**src/sv/dlr_pkg.sv**
```systemverilog
`default_nettype none

package dlr_pkg;

    // Coordinate and fixed-point widths.
    localparam int COORD_BITS = 10;
    localparam int FRAC_BITS  = 16;

    // Running position: integer part one bit wider than a coordinate.
    localparam int POS_W  = COORD_BITS + 1 + FRAC_BITS;
    // Signed increment: magnitude up to 2^FRAC_BITS plus a sign bit.
    localparam int INC_W  = FRAC_BITS + 2;
    // Step count and steps still to take.
    localparam int STEP_W = COORD_BITS + 1;
    // Divider partial remainder, held shifted left by one.
    localparam int REM_W  = COORD_BITS + 2;
    // Divider quotient: one integer bit and FRAC_BITS fraction bits.
    localparam int QUO_W  = FRAC_BITS + 1;
    // Divider step counter, counts FRAC_BITS down to zero.
    localparam int CNT_W  = $clog2(FRAC_BITS + 1);

    // Operation codes of an input beat.
    localparam logic OP_START   = 1'b0;
    localparam logic OP_ADVANCE = 1'b1;

    // Commands from the controller to the datapath.
    typedef struct packed {
        logic start;
        logic div_step;
        logic finish;
        logic advance;
    } dlr_cmd_t;

    // Status from the datapath to the controller.
    typedef struct packed {
        logic out_free;
        logic zero_len;
        logic div_last;
    } dlr_stat_t;

endpackage

`default_nettype wire

```
**src/sv/dlr_if.sv**
```systemverilog
`default_nettype none

// Input channel: one beat is a start or an advance request.
interface dlr_in_if;
    logic                            valid;
    logic                            ready;
    logic                            op;
    logic [dlr_pkg::COORD_BITS-1:0]  start_x;
    logic [dlr_pkg::COORD_BITS-1:0]  start_y;
    logic [dlr_pkg::COORD_BITS-1:0]  end_x;
    logic [dlr_pkg::COORD_BITS-1:0]  end_y;

    modport source (output valid, op, start_x, start_y, end_x, end_y, input ready);
    modport sink   (input valid, op, start_x, start_y, end_x, end_y, output ready);
endinterface

// Output channel: one beat is one plotted point.
interface dlr_out_if;
    logic                            valid;
    logic                            ready;
    logic [dlr_pkg::COORD_BITS-1:0]  point_x;
    logic [dlr_pkg::COORD_BITS-1:0]  point_y;
    logic                            last_point;

    modport source (output valid, point_x, point_y, last_point, input ready);
    modport sink   (input valid, point_x, point_y, last_point, output ready);
endinterface

`default_nettype wire

```
**src/sv/dlr_ctrl.sv**
```systemverilog
`default_nettype none

module dlr_ctrl
(
    input  wire                      clk,
    input  wire                      rst_n,
    input  wire                      in_valid,
    input  wire                      in_op,
    output logic                     in_ready,
    input  wire dlr_pkg::dlr_stat_t  stat,
    output dlr_pkg::dlr_cmd_t        cmd
);

    localparam logic [1:0] ST_IDLE = 2'd0;
    localparam logic [1:0] ST_DIV  = 2'd1;
    localparam logic [1:0] ST_FIN  = 2'd2;

    logic [1:0] state_reg;
    logic [1:0] state_next;
    logic       accept;

    // Input is taken only when idle and the output register can take a point.
    assign in_ready = (state_reg == ST_IDLE) && stat.out_free;
    assign accept   = in_valid && in_ready;

    // Command decode and next state.
    always_comb
    begin
        cmd        = '0;
        state_next = state_reg;
        case (state_reg)
            ST_IDLE:
            begin
                if (accept && (in_op == dlr_pkg::OP_START))
                begin
                    cmd.start = 1'b1;
                    if (!stat.zero_len)
                    begin
                        state_next = ST_DIV;
                    end
                end
                else if (accept)
                begin
                    cmd.advance = 1'b1;
                end
            end
            ST_DIV:
            begin
                cmd.div_step = 1'b1;
                if (stat.div_last)
                begin
                    state_next = ST_FIN;
                end
            end
            ST_FIN:
            begin
                cmd.finish = 1'b1;
                state_next = ST_IDLE;
            end
            default:
            begin
                state_next = ST_IDLE;
            end
        endcase
    end

    // State register.
    always_ff @(posedge clk or negedge rst_n)
    begin
        if (!rst_n)
        begin
            state_reg <= ST_IDLE;
        end
        else
        begin
            state_reg <= state_next;
        end
    end

endmodule

`default_nettype wire

```
**src/sv/dlr_dp.sv**
```systemverilog
`default_nettype none

module dlr_dp
(
    input  wire                                clk,
    input  wire                                rst_n,
    input  wire dlr_pkg::dlr_cmd_t             cmd,
    output dlr_pkg::dlr_stat_t                 stat,
    input  wire [dlr_pkg::COORD_BITS-1:0]      start_x,
    input  wire [dlr_pkg::COORD_BITS-1:0]      start_y,
    input  wire [dlr_pkg::COORD_BITS-1:0]      end_x,
    input  wire [dlr_pkg::COORD_BITS-1:0]      end_y,
    dlr_out_if.source                          out_ch
);

    localparam int CW = dlr_pkg::COORD_BITS;
    localparam int FW = dlr_pkg::FRAC_BITS;

    // Position registers hold the position plus one half, so that the
    // rounded point is a plain bit select.
    logic [dlr_pkg::POS_W-1:0]  pos_x_reg, pos_x_next;
    logic [dlr_pkg::POS_W-1:0]  pos_y_reg, pos_y_next;
    logic [dlr_pkg::INC_W-1:0]  inc_x_reg, inc_x_next;
    logic [dlr_pkg::INC_W-1:0]  inc_y_reg, inc_y_next;
    logic [dlr_pkg::STEP_W-1:0] steps_left_reg, steps_left_next;
    logic                       active_reg, active_next;
    logic [dlr_pkg::REM_W-1:0]  rem_x_reg, rem_x_next;
    logic [dlr_pkg::REM_W-1:0]  rem_y_reg, rem_y_next;
    logic [dlr_pkg::QUO_W-1:0]  quo_x_reg, quo_x_next;
    logic [dlr_pkg::QUO_W-1:0]  quo_y_reg, quo_y_next;
    logic                       neg_x_reg, neg_x_next;
    logic                       neg_y_reg, neg_y_next;
    logic [dlr_pkg::CNT_W-1:0]  cnt_reg, cnt_next;
    logic                       out_valid_reg, out_valid_next;
    logic [CW-1:0]              out_x_reg, out_x_next;
    logic [CW-1:0]              out_y_reg, out_y_next;
    logic                       out_last_reg, out_last_next;

    // Endpoint differences, taken as magnitude and sign.
    logic          sgn_x, sgn_y;
    logic [CW-1:0] abs_x, abs_y;
    logic [CW-1:0] steps;

    // Divider lanes.
    logic [dlr_pkg::REM_W-1:0] divisor;
    logic                      ge_x, ge_y;
    logic [dlr_pkg::REM_W-1:0] diff_x, diff_y;

    // Advance sums.
    logic [dlr_pkg::POS_W-1:0] add_x, add_y;
    logic                      last_step;

    assign sgn_x = end_x < start_x;
    assign sgn_y = end_y < start_y;
    assign abs_x = sgn_x ? (start_x - end_x) : (end_x - start_x);
    assign abs_y = sgn_y ? (start_y - end_y) : (end_y - start_y);
    assign steps = (abs_x > abs_y) ? abs_x : abs_y;

    // One restoring division step per cycle on both lanes.
    assign divisor = {1'b0, steps_left_reg};
    assign ge_x    = rem_x_reg >= divisor;
    assign ge_y    = rem_y_reg >= divisor;
    assign diff_x  = ge_x ? (rem_x_reg - divisor) : rem_x_reg;
    assign diff_y  = ge_y ? (rem_y_reg - divisor) : rem_y_reg;

    // Position plus sign-extended increment.
    assign add_x = pos_x_reg
        + {{(dlr_pkg::POS_W - dlr_pkg::INC_W){inc_x_reg[dlr_pkg::INC_W-1]}}, inc_x_reg};
    assign add_y = pos_y_reg
        + {{(dlr_pkg::POS_W - dlr_pkg::INC_W){inc_y_reg[dlr_pkg::INC_W-1]}}, inc_y_reg};
    assign last_step = steps_left_reg == dlr_pkg::STEP_W'(1);

    assign stat.out_free = !out_valid_reg || out_ch.ready;
    assign stat.zero_len = (steps == '0);
    assign stat.div_last = (cnt_reg == '0);

    // Next-state logic for all datapath registers.
    always_comb
    begin
        pos_x_next      = pos_x_reg;
        pos_y_next      = pos_y_reg;
        inc_x_next      = inc_x_reg;
        inc_y_next      = inc_y_reg;
        steps_left_next = steps_left_reg;
        active_next     = active_reg;
        rem_x_next      = rem_x_reg;
        rem_y_next      = rem_y_reg;
        quo_x_next      = quo_x_reg;
        quo_y_next      = quo_y_reg;
        neg_x_next      = neg_x_reg;
        neg_y_next      = neg_y_reg;
        cnt_next        = cnt_reg;
        out_valid_next  = out_valid_reg && !out_ch.ready;
        out_x_next      = out_x_reg;
        out_y_next      = out_y_reg;
        out_last_next   = out_last_reg;

        if (cmd.start)
        begin
            // Load the start point and set up the division.
            pos_x_next      = {1'b0, start_x, 1'b1, {(FW - 1){1'b0}}};
            pos_y_next      = {1'b0, start_y, 1'b1, {(FW - 1){1'b0}}};
            inc_x_next      = '0;
            inc_y_next      = '0;
            steps_left_next = {1'b0, steps};
            active_next     = 1'b0;
            rem_x_next      = {2'b00, abs_x};
            rem_y_next      = {2'b00, abs_y};
            quo_x_next      = '0;
            quo_y_next      = '0;
            neg_x_next      = sgn_x;
            neg_y_next      = sgn_y;
            cnt_next        = dlr_pkg::CNT_W'(FW);
            out_valid_next  = 1'b1;
            out_x_next      = start_x;
            out_y_next      = start_y;
            out_last_next   = (steps == '0);
        end
        else if (cmd.div_step)
        begin
            rem_x_next = {diff_x[dlr_pkg::REM_W-2:0], 1'b0};
            rem_y_next = {diff_y[dlr_pkg::REM_W-2:0], 1'b0};
            quo_x_next = {quo_x_reg[dlr_pkg::QUO_W-2:0], ge_x};
            quo_y_next = {quo_y_reg[dlr_pkg::QUO_W-2:0], ge_y};
            cnt_next   = cnt_reg - dlr_pkg::CNT_W'(1);
        end
        else if (cmd.finish)
        begin
            // Apply the sign of the difference to the quotient.
            inc_x_next  = neg_x_reg ? (dlr_pkg::INC_W'(0) - {1'b0, quo_x_reg})
                                    : {1'b0, quo_x_reg};
            inc_y_next  = neg_y_reg ? (dlr_pkg::INC_W'(0) - {1'b0, quo_y_reg})
                                    : {1'b0, quo_y_reg};
            active_next = 1'b1;
        end
        else if (cmd.advance && active_reg)
        begin
            // Step along the line and emit the rounded point.
            pos_x_next      = add_x;
            pos_y_next      = add_y;
            steps_left_next = steps_left_reg - dlr_pkg::STEP_W'(1);
            active_next     = !last_step;
            out_valid_next  = 1'b1;
            out_x_next      = add_x[FW +: CW];
            out_y_next      = add_y[FW +: CW];
            out_last_next   = last_step;
        end
    end

    // Register bank.
    always_ff @(posedge clk or negedge rst_n)
    begin
        if (!rst_n)
        begin
            pos_x_reg      <= '0;
            pos_y_reg      <= '0;
            inc_x_reg      <= '0;
            inc_y_reg      <= '0;
            steps_left_reg <= '0;
            active_reg     <= 1'b0;
            cnt_reg        <= '0;
            out_valid_reg  <= 1'b0;
        end
        else
        begin
            pos_x_reg      <= pos_x_next;
            pos_y_reg      <= pos_y_next;
            inc_x_reg      <= inc_x_next;
            inc_y_reg      <= inc_y_next;
            steps_left_reg <= steps_left_next;
            active_reg     <= active_next;
            cnt_reg        <= cnt_next;
            out_valid_reg  <= out_valid_next;
        end
    end

    // Divider working registers and output payload.
    always_ff @(posedge clk)
    begin
        rem_x_reg    <= rem_x_next;
        rem_y_reg    <= rem_y_next;
        quo_x_reg    <= quo_x_next;
        quo_y_reg    <= quo_y_next;
        neg_x_reg    <= neg_x_next;
        neg_y_reg    <= neg_y_next;
        out_x_reg    <= out_x_next;
        out_y_reg    <= out_y_next;
        out_last_reg <= out_last_next;
    end

    assign out_ch.valid      = out_valid_reg;
    assign out_ch.point_x    = out_x_reg;
    assign out_ch.point_y    = out_y_reg;
    assign out_ch.last_point = out_last_reg;

endmodule

`default_nettype wire

```
**src/sv/dda_line_rasterizer.sv**
```systemverilog
// A point appears on the output in the cycle after its input beat is taken; an
// advance beat with no line in progress gives no point. Advance beats are taken one
// per cycle while no start is being divided and the output keeps draining. A start
// beat loads the line, runs the bit-serial increment divider, then signs the increments.
// Reset (rst_n low, asynchronous) clears the position, increments and step count,
// ends any line in progress and empties the output register.
`default_nettype none

module dda_line_rasterizer
(
    input  wire         clk,
    input  wire         rst_n,
    dlr_in_if.sink      in_ch,
    dlr_out_if.source   out_ch
);

    dlr_pkg::dlr_cmd_t  cmd;
    dlr_pkg::dlr_stat_t stat;
    logic               in_ready;

    // Sequencer for start, divide and advance.
    dlr_ctrl u_ctrl
    (
        .clk      (clk),
        .rst_n    (rst_n),
        .in_valid (in_ch.valid),
        .in_op    (in_ch.op),
        .in_ready (in_ready),
        .stat     (stat),
        .cmd      (cmd)
    );

    // Position, increment, divider and output register.
    dlr_dp u_dp
    (
        .clk     (clk),
        .rst_n   (rst_n),
        .cmd     (cmd),
        .stat    (stat),
        .start_x (in_ch.start_x),
        .start_y (in_ch.start_y),
        .end_x   (in_ch.end_x),
        .end_y   (in_ch.end_y),
        .out_ch  (out_ch)
    );

    assign in_ch.ready = in_ready;

`ifndef SYNTH
    // The controller issues at most one command per cycle.
    a_one_cmd: assert property (@(posedge clk) disable iff (!rst_n)
        $onehot0({cmd.start, cmd.div_step, cmd.finish, cmd.advance}))
        else $error("more than one datapath command at once");

    // A start beat always yields a point on the next cycle.
    a_start_emits: assert property (@(posedge clk) disable iff (!rst_n)
        (in_ch.valid && in_ch.ready && (in_ch.op == dlr_pkg::OP_START)) |=> out_ch.valid)
        else $error("start beat produced no point");

    // A start with equal endpoints gives a single final point.
    a_zero_len: assert property (@(posedge clk) disable iff (!rst_n)
        (in_ch.valid && in_ch.ready && (in_ch.op == dlr_pkg::OP_START)
         && (in_ch.start_x == in_ch.end_x) && (in_ch.start_y == in_ch.end_y))
        |=> out_ch.last_point)
        else $error("zero-length line not marked as last");

    // No input is taken while the divider is running.
    a_busy_stall: assert property (@(posedge clk) disable iff (!rst_n)
        (cmd.div_step || cmd.finish) |-> !in_ch.ready)
        else $error("input taken during division");
`endif

endmodule

`default_nettype wire
```
**src/flat_wrapper.sv**
```systemverilog
// flat-port wrapper written by rule: the top's interface ports become plain ports
module dda_line_rasterizer_flat 
  (clk, rst_n, in_ch_valid, in_ch_op, in_ch_start_x, in_ch_start_y, in_ch_end_x, in_ch_end_y, in_ch_ready, out_ch_valid, out_ch_point_x, out_ch_point_y, out_ch_last_point, out_ch_ready);
  dlr_in_if in_ch_i ();
  dlr_out_if out_ch_i ();
  input  wire clk;
  input  wire rst_n;
  input wire logic [$bits(in_ch_i.valid)-1:0] in_ch_valid;
  input wire logic [$bits(in_ch_i.op)-1:0] in_ch_op;
  input wire logic [$bits(in_ch_i.start_x)-1:0] in_ch_start_x;
  input wire logic [$bits(in_ch_i.start_y)-1:0] in_ch_start_y;
  input wire logic [$bits(in_ch_i.end_x)-1:0] in_ch_end_x;
  input wire logic [$bits(in_ch_i.end_y)-1:0] in_ch_end_y;
  output wire logic [$bits(in_ch_i.ready)-1:0] in_ch_ready;
  output wire logic [$bits(out_ch_i.valid)-1:0] out_ch_valid;
  output wire logic [$bits(out_ch_i.point_x)-1:0] out_ch_point_x;
  output wire logic [$bits(out_ch_i.point_y)-1:0] out_ch_point_y;
  output wire logic [$bits(out_ch_i.last_point)-1:0] out_ch_last_point;
  input wire logic [$bits(out_ch_i.ready)-1:0] out_ch_ready;
  assign in_ch_i.valid = in_ch_valid;
  assign in_ch_i.op = in_ch_op;
  assign in_ch_i.start_x = in_ch_start_x;
  assign in_ch_i.start_y = in_ch_start_y;
  assign in_ch_i.end_x = in_ch_end_x;
  assign in_ch_i.end_y = in_ch_end_y;
  assign in_ch_ready = in_ch_i.ready;
  assign out_ch_valid = out_ch_i.valid;
  assign out_ch_point_x = out_ch_i.point_x;
  assign out_ch_point_y = out_ch_i.point_y;
  assign out_ch_last_point = out_ch_i.last_point;
  assign out_ch_i.ready = out_ch_ready;
  dda_line_rasterizer u_core (.clk(clk), .rst_n(rst_n), .in_ch(in_ch_i), .out_ch(out_ch_i));
endmodule
```
**config.mk**
```make
export PLATFORM = sky130hd
export DESIGN_NAME = dda_line_rasterizer_flat
export DESIGN_NICKNAME = d
export VERILOG_FILES = /design/src/sv/dlr_pkg.sv /design/src/sv/dlr_if.sv /design/src/sv/dlr_ctrl.sv /design/src/sv/dlr_dp.sv /design/src/sv/dda_line_rasterizer.sv /design/src/flat_wrapper.sv
export SDC_FILE = /design/constraint.sdc
export NUM_CORES = 1
export LEC_CHECK = 0
export BUFFER_PORTS_ARGS = -buffer_cell sky130_fd_sc_hd__buf_2
export CORE_MARGIN = 2
export CORE_UTILIZATION = 57
export DETAILED_ROUTE_END_ITERATION = 16
export GPL_TIMING_DRIVEN = 0
export PLACE_DENSITY = 0.75
export SLEW_MARGIN = 15
export SYNTH_ARGS = -nofsm -noshare
export SYNTH_HDL_FRONTEND = slang
export SYNTH_HIERARCHICAL = 1
export SYNTH_SLANG_ARGS = --single-unit
```
**constraint.sdc**
```tcl
create_clock -name clk -period 9.5 [get_ports clk]
set_clock_uncertainty 0.2 [all_clocks]
set_input_delay 0.95 -clock clk [delete_from_list [all_inputs] [get_ports clk]]
set_output_delay 0.95 -clock clk [all_outputs]
set_load 0.03 [all_outputs]
```
=== Word-level counts from Yosys, hierarchy flattened ===
Index checks and enable logic that the tools add are counted.
W data, S select, Z words.

* Register bits: 191

* $lt $le $gt $ge: 5
* Mux-type cells: 62
* Eq/ne operators: 8
* Reduce and logical (&&, ||, !) cells: 20
* Bitwise operators: 1
* $add $sub $neg: 12

{| class="wikitable"
|+ Operators by type and width
! kind !! count
|-
| $mux W27 || 8
|-
| $mux W10 || 15
|-
| $mux W18 || 8
|-
| $mux W11 || 6
|-
| $add A27 B27 Y27 || 2
|-
| $sub A10 B10 Y10 || 4
|-
| $sub A1 B17 Y18 const A || 2
|-
| $ge A12 B11 Y1 || 2
|-
| $sub A11 B11 Y11 || 2
|-
| $lt A10 B10 Y1 || 2
|-
| $mux W1 || 19
|-
| $eq A11 B1 Y1 const B || 1
|-
| $sub A11 B1 Y11 const B || 1
|-
| $gt A10 B10 Y1 || 1
|-
| $logic_not A10 Y1 || 1
|-
| $mux W5 || 2
|-
| $ne A2 B1 Y1 const B || 4
|-
| $mux W2 || 3
|-
| $reduce_and A3 Y1 || 2
|-
| $reduce_bool A2 Y1 || 3
|-
| $logic_and A1 B1 Y1 || 5
|-
| $logic_not A5 Y1 || 1
|-
| $sub A5 B1 Y5 const B || 1
|-
| $pmux W2 S2 || 1
|-
| other kinds (9) || 12
|}

=== Depth between registers and ports, before layout ===
* Depth in word-level cells: 12
* Mapped depth: 26

=== Hierarchy ===
Netlist, hierarchy kept.

{| class="wikitable"
|+ Modules (own cells, without submodules)
! module !! cells an instance !! seq. area each (um2) !! times used !! area an instance (um2)
|-
| dlr_dp || 1548 || 4704.5 || 1 || 13568.0
|-
| dlr_ctrl || 11 || 50.0 || 1 || 125.1
|}

=== Least setup slack after synthesis ===
Ideal clock, no wire load.

* Path kind: input to register
* Start: input in_ch_end_x[0]
* End: register u_core.u_dp.out_last_reg (netlist: u_core/u_dp/out_ch.last_point) (data pin)
* Library setup time: 0.129 ns
* Path slack: 3.394 ns
* Path buffers: 3
* Stages: 25
* Required time: 9.171 ns
* Data arrival time: 5.777 ns
* Path through: inv_1 ha_1 inv_1 fa_1 a211oi_1 o21ai_0 a21bo_2 buf_2 buf_2 mux2_2 nand2_1 nand3_1 xnor2_1 inv_1 ha_1 nand2_1 nor3_1 a21oi_1 a31oi_1 inv_1 clkbuf_1 mux2i_1 or4_1 a2111oi_2 a21o_1

{| class="wikitable"
|+ RTL lines
! what !! line !! RTL
|-
| start: declaration || flat_wrapper.sv:12 || <nowiki>input wire logic [$bits(in_ch_i.end_x)-1:0] in_ch_end_x;</nowiki>
|-
| end signal: assignment || dlr_dp.sv:188 || <nowiki>out_last_reg <= out_last_next;</nowiki>
|-
| end: declaration || dlr_dp.sv:37 || <nowiki>logic out_last_reg, out_last_next;</nowiki>
|}

==> impl_metrics.toml <==
[global_routing]
grtUsageTotal_pct = 28.68
gr-total-overflow = 0
first_global_vias = 11455
globalRouteMet3Util_pct = 3.959
grt_max_degree = 67
antenna_found_initial = 0
grt_use_met2_pct = 47.16
use_met1_pct = 37.96
grt_pass1_wl_um = 58570
top_usage_layer = "met2"

[power_and_ir_drop]
combPwrFrac_pct = 48.5
p_leak_nw = 7.199
clkPwrFrac_pct = 18.7
p_switching_mw = 1.733
finalPower_mw = 4.151
switching_share_pct = 41.75
p_seq_share_pct = 32.8
ir_worst_vdd_uv = 180.0
power_density_nw_per_um2 = 274.9
power.internal_mw = 2.418

[synthesis]
avgSynthCellArea_um2 = 8.783
synthCells = 1559
ys_warn_count = 6
synthFlopType = "dfrtp_1"
synth_edf_count = 43
ys_top_cells_by_area = "dfrtp_1 (20%), ha_1 (12%), edfxtp_1 (9.4%)"
synth_seq_cells = 189
yosysSeqAreaShare_pct = 34.72
syn_area_um2 = 13690
synth_cell_types = 69
yosys.area.top_type_share_pct = 19.74
synthArstFlopShare_pct = 57.14
yosysTopAreaCell = "dfrtp_1"
synth_nets = 1738

[cells_and_area]
seq_area_um2 = 4755
layout_common_cells = "nand2_1 (192), o21ai_0 (130), ha_1 (126)"
multi_input_comb_area_um2 = 8313
n_antenna_cell = 0
mostFrequentLayoutCell = "nand2_1"
final_nets = 1825
fillers = 2030
fin_area_um2 = 15100
syn_to_final_growth_pct = 10.27
drive_gt1_share_pct = 7.715

[place]
post-place-ws_ps = 2146
gp_congestion = 0.9513
io_buffer_count = 67
dpl_cell_area_um2 = 14460
dpl.hpwl_um = 27550

[floorplanning]
die_w_um = 159.0
initial_core_util_pct = 58.16
core.rowCount = 56
fp.dieH_um = 159.0
core_um2 = 23540
dieArea_um2 = 25280
ioPinCount = 68

[min_path]
min_path_type = "in2async"

[timing]
fmax_mhz = 140.8
whs_ps = 224.5
finalCritPeriodShare_pct = 74.78
timing.slew.headroom_pct = 30.13
layout_setup_ws_ps = 2396
setup_violations = 0
tns_ps = 0
finalMaxSlewViolations = 0
rsz0062_at_grt = "false"
tightest_slew_ps = 1047
hold_viol = 0
period_minus_slack_ps = 7104

[cts]
ctsHtreeMaxLevel = 4
post_cts_buffers = 0
cts_hold_buf = 0
clkTransAtPathRegs_ps = 70
cts_tree = "built"
cts_sinks = 189
cts-buffers-inserted = 17
clock_latency_ps = 440
cts_resized = 0
clk_path_buf_depth = 2
root_buffer = "clkbuf_16"

[worst_setup_path]
rrSetupSlack_ps = 5310
critPathKind = "in2reg"
cp-start-kind = "input pin"
cp-end-kind = "flip-flop"
cp_data_arrival_time_ps = 7210
critical_path_required_ps = 9600
path_max_fanout = 10

[status]
status = "finished clean"

[route]
routed_via_density = 6.031
drc = 0
wirelength_um = 36320
drt-wirelength-per-cell_um = 18.36
first_pass_iters = 5
vias = 11930
drt_iter0_markers = 1094
ant_nets = 0

[job]
max-cap-violations = 0
==> layout make-up <==
type                            count  area share, %
Inverter                          106          2.635
Buffer                             60          1.525
Multi-Input combinational cell   1204          55.05
Clock buffer                       17          2.817
Timing Repair Buffer               68          2.444
Tap cell                          319          2.643
Clock inverter                     15          1.392
Sequential cell                   189          31.49
==> cell families after synthesis <==
family                   Yosys count  share of synthesized area, %
AO/OA/AOI/OAI                    421                         19.46
flip-flops                       189                         34.72
multiplexers                      79                         5.839
buffers and inverters            166                         4.587
adder cells (fa/ha/maj)          134                         12.68
AND/OR/NAND/NOR                  464                         15.72
XOR/XNOR                         106                         6.990
==> Yosys cell counts, types with 5 or more instances <==
master and n:
o211ai_1 10, o21bai_1 10, xnor2_1 62, a311o_1 7
edfxtp_1 43, o21a_1 15, a22o_1 5, nand3_1 29
a221oi_1 9, nor2b_1 17, a21boi_0 10, mux2_2 7
or4_1 5, fa_1 8, or3_1 11, dfrtp_1 108
and2_1 9, nor4_1 10, dfxtp_1 38, nand4_1 10
nand2b_1 12, xor2_1 41, ha_1 126, o21ai_0 130
a21o_1 43, and3_1 10, o31ai_1 14, mux2i_1 72
a211oi_1 16, a21oi_1 108, a31oi_1 8, nor3_1 22
inv_1 106, buf_1 6, nor2_1 109, clkbuf_1 50
nand2_1 192
==> final timing paths <==
check,cells after the start,to,startpoint
setup / recovery,25,u_core/u_dp/out_ch.last_point$_DFFE_PP_,in_ch_start_x[0]
hold / removal,1,u_core/u_dp/pos_y_reg[11]$_DFFE_PN0P_,rst_n
setup reg to reg,13,u_core/u_dp/rem_y_reg[4]$_DFFE_PP_,u_core/u_dp/steps_left_reg[2]$_DFFE_PN0P_
hold reg to reg,2,u_core/u_dp/rem_x_reg[10]$_SDFFE_PP0P_,u_core/u_dp/rem_x_reg[10]$_SDFFE_PP0P_
max in group asynchronous,2,u_core/u_dp/pos_x_reg[0]$_DFFE_PN0P_,rst_n
min in group clk,2,u_core/u_dp/rem_x_reg[10]$_SDFFE_PP0P_,u_core/u_dp/rem_x_reg[10]$_SDFFE_PP0P_
==> layer usage <==
layer	wire length (µm)	up-vias
met1	15740	5726
met2	17020	398
met4	1368	0
li1	-	5719
met3	2192	87
met5	0	-
==> power groups by stage <==
stage	combinational (mW)	sequential (mW)	clock, mW
2_1_floorplan	1.50	1.33	0
3_3_place_gp	1.90	1.36	0
3_5_place_dp	1.97	1.37	0
4_1_cts	1.99	1.36	0.790
5_1_grt	2.24	1.39	0.816
6_report	2.01	1.36	0.778
==> worst max-delay path, stage by stage <==
cell and delay [ps]:
buf_2 140, ha_1 210, inv_1 70, fa_1 420, a211oi_1 340, o21ai_0 210
a21bo_2 230, buf_2 160, buf_2 210, mux2_2 290, nand2_1 70, nand3_1 100
xnor2_1 420, inv_1 90, ha_1 320, nand2_1 60, nor3_1 220, a21oi_1 110
a31oi_1 590, inv_1 130, clkbuf_1 270, mux2i_1 200, or4_1 570, a2111oi_2 570
a21o_1 240
==> through the flow <==
| step | utilization, % | std cells |
|---|---|---|
| 2_1_floorplan | - | 1559 |
| 3_3_place_gp | 61.28 | 1945 |
| 3_5_place_dp | 61.44 | 1946 |
| 4_1_cts | 64.14 | 1978 |
| 5_1_grt | 64.14 | 1978 |
| 6_report | 64.14 | 1978 |
Power figures use the tool's default switching activity.
